**config.mk**
```make
export PLATFORM = sky130hd
export DESIGN_NAME = sbs_front
export DESIGN_NICKNAME = d
export VERILOG_FILES = /design/src/hw/rtl/sbs_pkg.sv /design/src/hw/rtl/sbs_front.sv
export SDC_FILE = /design/constraint.sdc
export NUM_CORES = 1
export LEC_CHECK = 0
export ABC_AREA = 0
export ABC_CLOCK_PERIOD_IN_PS = 2600
export BUFFER_PORTS_ARGS = -buffer_cell sky130_fd_sc_hd__buf_4
export CAP_MARGIN = 10
export CORE_MARGIN = 4
export CORE_UTILIZATION = 45
export DETAILED_ROUTE_END_ITERATION = 10
export PLACE_DENSITY = 0.73
export SYNTH_ARGS = -nofsm -noshare
export SYNTH_HDL_FRONTEND = slang
export SYNTH_SLANG_ARGS = --single-unit
export TNS_END_PERCENT = 20
```
**constraint.sdc**
```tcl
create_clock -name clk -period 2.6 [get_ports clk]
set_input_delay 0.39 -clock clk [delete_from_list [all_inputs] [get_ports clk]]
set_output_delay 0.39 -clock clk [all_outputs]
set_load 0.03 [all_outputs]
```
**src/hw/rtl/sbs_pkg.sv**
```systemverilog
// Shared types and constants for the stable bucket sort block.
// No dependencies.
package sbs_pkg;
	localparam int IdW  = 32;
	localparam int KeyW = 8;
	localparam int StW  = 3;
	localparam logic [KeyW-1:0] MinKeyReset = 8'd18;

	typedef enum logic [StW-1:0] {
		ST_LOADED = 3'd0,
		ST_ITEM   = 3'd1,
		ST_RANGE  = 3'd2,
		ST_FULL   = 3'd3,
		ST_BUSY   = 3'd4,
		ST_EMPTY  = 3'd5
	} status_t;

	typedef struct packed {
		logic            mode;
		logic [IdW-1:0]  record_id;
		logic [KeyW-1:0] record_key;
	} in_item_t;

	typedef struct packed {
		logic [StW-1:0]  status;
		logic [IdW-1:0]  out_id;
		logic [KeyW-1:0] out_key;
		logic            last_item;
	} out_item_t;
endpackage

```
**src/hw/rtl/sbs_front.sv**
```systemverilog
// Front end: accepts input beats into a two-entry queue.
// Depends on sbs_pkg.
module sbs_front (
	input  logic              clk,
	input  logic              arst_n,
	input  logic              in_valid,
	output logic              in_ready,
	input  sbs_pkg::in_item_t in_item,
	output logic              q_valid,
	input  logic              q_pop,
	output sbs_pkg::in_item_t q_item
);
	import sbs_pkg::*;

	in_item_t   mem_q [2];
	logic       wp_q, rp_q;
	logic [1:0] cnt_q;
	logic       push;

	assign in_ready = (cnt_q != 2'd2);
	assign push     = in_valid && in_ready;
	assign q_valid  = (cnt_q != 2'd0);
	assign q_item   = mem_q[rp_q];

	// queue storage
	always_ff @(posedge clk) begin
		if (push) mem_q[wp_q] <= in_item;
	end

	// pointers and fill
	always_ff @(posedge clk or negedge arst_n) begin
		if (!arst_n) begin
			wp_q <= 1'b0; rp_q <= 1'b0; cnt_q <= 2'd0;
		end else begin
			if (push) wp_q <= ~wp_q;
			if (q_pop) rp_q <= ~rp_q;
			cnt_q <= cnt_q + {1'b0, push} - {1'b0, q_pop};
		end
	end

	a_no_overflow: assert property (@(posedge clk) disable iff (!arst_n)
		cnt_q <= 2'd2) else $error("queue overflow");
	a_no_pop_empty: assert property (@(posedge clk) disable iff (!arst_n)
		q_pop |-> q_valid) else $error("pop from empty queue");
	a_cnt_step: assert property (@(posedge clk) disable iff (!arst_n)
		(push && !q_pop) |=> cnt_q == $past(cnt_q) + 2'd1) else $error("fill count");
endmodule

```
# After elaboration in Yosys (flattened, before gate mapping)
# Memory sizes are Yosys's and may differ from the RTL's.
# Index checks and enable logic that the tools add are counted.
totals:
  register_bits: 4
  ramBits: 82
  inputBits: 45
  out_inout_bits: 43
  wordCells: 13
  n_memories: 1
op_classes:
  addsub: 2
  eq_ne: 1
  muxes: 2
  bitwise_logic: 2
  reduce_logical: 2
mem_list:
  columns: ["name", "depth", "width", "rd", "rd_clocked_by_memory_dff", "write_ports", "line_no", "source"]
  rows:
  - ["mem_q", 2, 41, 1, 0, 1, "sbs_front.sv:15", "in_item_t mem_q [2];"]
op_table:
  columns: ["cell", "n"]
  rows:
  - ["adder 2 x 1 -> 2 bit", 1]
  - ["two-way mux 1 bit", 2]
  - ["!= test 2 bit (second input constant)", 1]
  - ["inverter 1 bit", 2]
  - ["nonzero test 2 bit", 1]
  - ["subtractor 2 x 1 -> 2 bit", 1]
  - ["logical AND 1 bit", 1]

# Depth between registers and ports, before layout
logic_depth:
  word_depth: 4
  mapped_depth: 5
  mapped_depth_nobuf: 5

# Worst setup path after synthesis
# OpenSTA, ideal clock, no wires.
synth_path:
  path_kind: "flip-flop to flip-flop"
  from: "register cnt_q[1]"
  to: "memory mem_q[0][0] in the netlist's numbering, enable pin"
  arrival_time_ps: 2613
  path_slack_ps: -453
  stages_incl_launch_ff: 4
  n_path_buf: 0
  cell_sequence: "dfrtp_1 > nand2b_1 > nand2_1 > nor2_1"
synth_via:
  elab_chain_len: 4
synth_rtl:
  columns: ["item", "line_no", "source"]
  rows:
  - ["from (decl)", "sbs_front.sv:17", "logic [1:0] cnt_q;"]
  - ["from (signal assigned)", "sbs_front.sv:37", "cnt_q <= cnt_q + {1'b0, push} - {1'b0, q_pop};"]
  - ["!= test 2 bit", "sbs_front.sv:20", "assign in_ready = (cnt_q != 2'd2);"]
  - ["net in_ready", "sbs_front.sv:7", "output logic in_ready,"]
  - ["logical AND 1 bit", "sbs_front.sv:21", "assign push = in_valid && in_ready;"]
  - ["two-way mux 1 bit", "sbs_front.sv:27", "if (push) mem_q[wp_q] <= in_item;"]
  - ["two-way mux 1 bit (implied by the code)", "sbs_front.sv:27", null]
  - ["to (decl)", "sbs_front.sv:15", null]
# The timed path passes the listed nets, and every way through them passes these cells.

==> summary.md <==
| Metric | Value |
|---|---|
| I/O Buffers | 87 |
| Reg2Reg Launch Point | cnt_q[0]$_DFF_PN0_ |
| First-pass GRT wire length | 8473 um |
| Max clock buf depth | 2 |
| Hold Crit Start | in_item[21] |
| Hold depth | 1 |
| Setup WS post-layout | 0.6490 ns |
| Syn nets | around 190 |
| Drt wl/cell | 16.28 um |
| Sequential fraction of the synthesis area | 76.91% |
| Final net count | 289 |
| Antenna Nets Post-Route | 0 |
| Max Cap Violations | 0 |
| Cells after Synth | 145 |
| CORE AREA | 7214 um^2 |
| Final worst path period need | a little under 2 ns |
| Commonest non-fill, non-tap cells in the layout | buf_4 (90), edfxtp_1 (82), mux2_4 (39) |
| GP Congestion | 0.6704 |
| Part of the cycle the worst path needs | 75.04% |
| Global Route Usage Sum | 13.07% |
| Initial core utilization | 46.18% |
| WS Path Type | register to output port |
| Rel. slew slack | between 60% and 70% |
| Htree depth | 3 |
| Hpwl dp | 3896 um |
| Critical Path AT | 1.56 ns |
| DRT Pass-1 Iters | 4 |
| Number of diodes | 0 |
| DRC viols | 0 |
| Startpoint Class | register |
| Synth Cell Area | 3332 um^2 |
| Area growth syn-to-layout | 30.30% |
| Final instance area | 4342 um^2 |
| Grt ovf | 0 |
| CTS tree | done |
| Maximum VDD drop | 974.1 uV |
| Pwr/cell area | 1206 nW/um^2 |
| Root buffer cell | clkbuf_8 |
| Largest net degree at the start of global routing | 43 |
| Worst-Skew Late Latency | around 0.34 ns |
| Row cnt | 31 |
| Worst Hold End | mem_q[0][21]$_DFFE_PP_ |
| RSZ-0062 raised after global routing | false |
| Yosys warns | 0 |
| Clk pin slew, worst setup/hold paths | 0.08 ns |
| Post-CTS resize count | 0 |
| Hold Path Class | input pin to register |
| FF-to-FF setup slack | 0.91 ns |
| Static leakage | 0.001743 uW |
| CP required | 2.21 ns |
| TritonCTS Buffers | 9 |
| Iter 0 DRT Violations | 19 |
| FF-to-FF End | mem_q[1][31]$_DFFE_PP_ |
| Actual slew at the worst max-slew pin | approximately 0.57 ns |
| Final WL | 5634 um |
| Buffers inserted during post-CTS setup optimization | 0 |
| Die Y | 94.05 um |
| DR vias | 1,617 |
| Fin Setup TNS | 0 ns |
| FF+latch count, synth | between 80 and 90 |
| Crit path max fanout | 42 |
| Die width | roughly 94 um |
| Post-Place Setup Slack | ~0.9 ns |
| Vias in the first global route | 1,630 |
| Pins Over Slew Limit | 0 |
| FF-to-FF path depth | 3 |
| F_max | 512.5 MHz |
| Placed cells | 330 |
| Full die area | 8845 um^2 |
| Run status | complete, no violations |
| Initial antenna violation count | 0 |
| Final setup fails | 0 |
| Final hold violation count | 0 |
| Syn avg cell area | 22.98 um^2 |
| I/O pins | 88 |
| Area after DPL | roughly 4100 um^2 |
| Netlist cell types | 16 |
| Layout cells sized above 1 | 60.32% |
| Post-layout total power | 5236 uW |
| Critical Path End Type | output port |
| Commonest non-fill, non-tap cell in the layout | buf_4 |
| Finished Layout Cells | ~350 |
| Vias per cell | 4.673 |
| Clock skew | 0.008310 ns |
| Sink Count | 86 |
==> how the worst max path moves through the flow <==
| stage | start | to | slack (ns) | cells after the start |
|---|---|---|---|---|
| floorplan | cnt_q[1]$_DFF_PN0_ | mem_q[0][0]$_DFFE_PP_ | 0.22 | 3 |
| global placement | cnt_q[1]$_DFF_PN0_ | mem_q[1][26]$_DFFE_PP_ | 0.91 | 3 |
| detailed placement | cnt_q[0]$_DFF_PN0_ | mem_q[1][36]$_DFFE_PP_ | 0.88 | 3 |
| CTS | rp_q$_DFFE_PN0P_ | q_item[0] | 0.62 | 3 |
| global route | rp_q$_DFFE_PN0P_ | q_item[0] | 0.58 | 3 |
| finish | rp_q$_DFFE_PN0P_ | q_item[40] | 0.65 | 3 |
==> cell type report <==
cell class | instances | area [um^2]
clock buffer | 10 | 127.6
clock inverter | 5 | 98.84
fill | 562 | 2873
multi-input combinational | 54 | 721.9
sequential | 86 | 2564
tap | 99 | 123.9
timing repair buffer | 92 | 705.7
==> worst max-delay path, stage by stage, from the launching register on <==
cell,delay (ns)
dfrtp_2,0.37
buf_12,0.30
mux2_1,0.35
buf_4,0.17
==> synth_stat cells <==
cell type | count | share of area, %
mux2_4 | 39 | 18
nor3b_2 | 1 | 0.38
a21bo_1 | 1 | 0.30
dfrtp_1 | 4 | 3.0
edfxtp_1 | 82 | 74
xor2_1 | 1 | 0.26
nand2b_1 | 1 | 0.19
nand2_1 | 1 | 0.11
ha_1 | 1 | 0.38
a21oi_2 | 1 | 0.26
nor2_1 | 1 | 0.11
or2_2 | 1 | 0.19
xnor2_1 | 3 | 0.79
buf_6 | 5 | 1.7
mux2_1 | 2 | 0.68
and3_1 | 1 | 0.19
==> report_power, final <==
part / total, uW / internal (uW) / switching (uW)
Combinational: 2190 / 972 / 1220
Sequential: 2000 / 1900 / 98.1
Clock: 1050 / 628 / 419
==> kinds of logic (layout without fill, tap and decap cells) <==
family | after synthesis | count (layout) | share of synthesized area [%]
muxes | 41 | 41 | 18.25
and+or+nand+nor | 6 | 6 | 1.164
AOI/OAI and AO/OA | 2 | 2 | 0.5633
adders and majority gates | 1 | 1 | 0.3755
buffers and inverters | 5 | 107 | 1.690
DFF | 86 | 86 | 76.91
xor gates and xnor gates | 4 | 4 | 1.052
==> routing by layer <==
| metal | track usage [%] | wire length (um) | up-vias |
|---|---|---|---|
| met5 | 0 | 0 | - |
| met4 | 6.498 | 95 | 0 |
| met3 | 3.766 | 369 | 11 |
| met2 | 21.70 | 2862 | 56 |
| met1 | 15.49 | 2307 | 786 |
| li1 | - | - | 764 |
==> registers in the layout (all words and copies together) (netlist names) <==
signal,count
mem_q,82
rp_q,1
wp_q,1
cnt_q,2
==> metrics by stage <==
stage	hold slack, ns	util, %
finish	0.2283	60.18
global route	0.2054	60.18
CTS	0.2054	60.18
detailed placement	0.1927	56.90
global placement	0.1879	56.90
floorplan	0.09441	-
==> what timing repair did <==
action / 4_1_cts / 5_1_grt
hold buffers: 1 / 0
endpoints found under the hold margin: 4 / 0
endpoints found under the setup margin: 0 / 0
(Power assumes the default switching activity.)
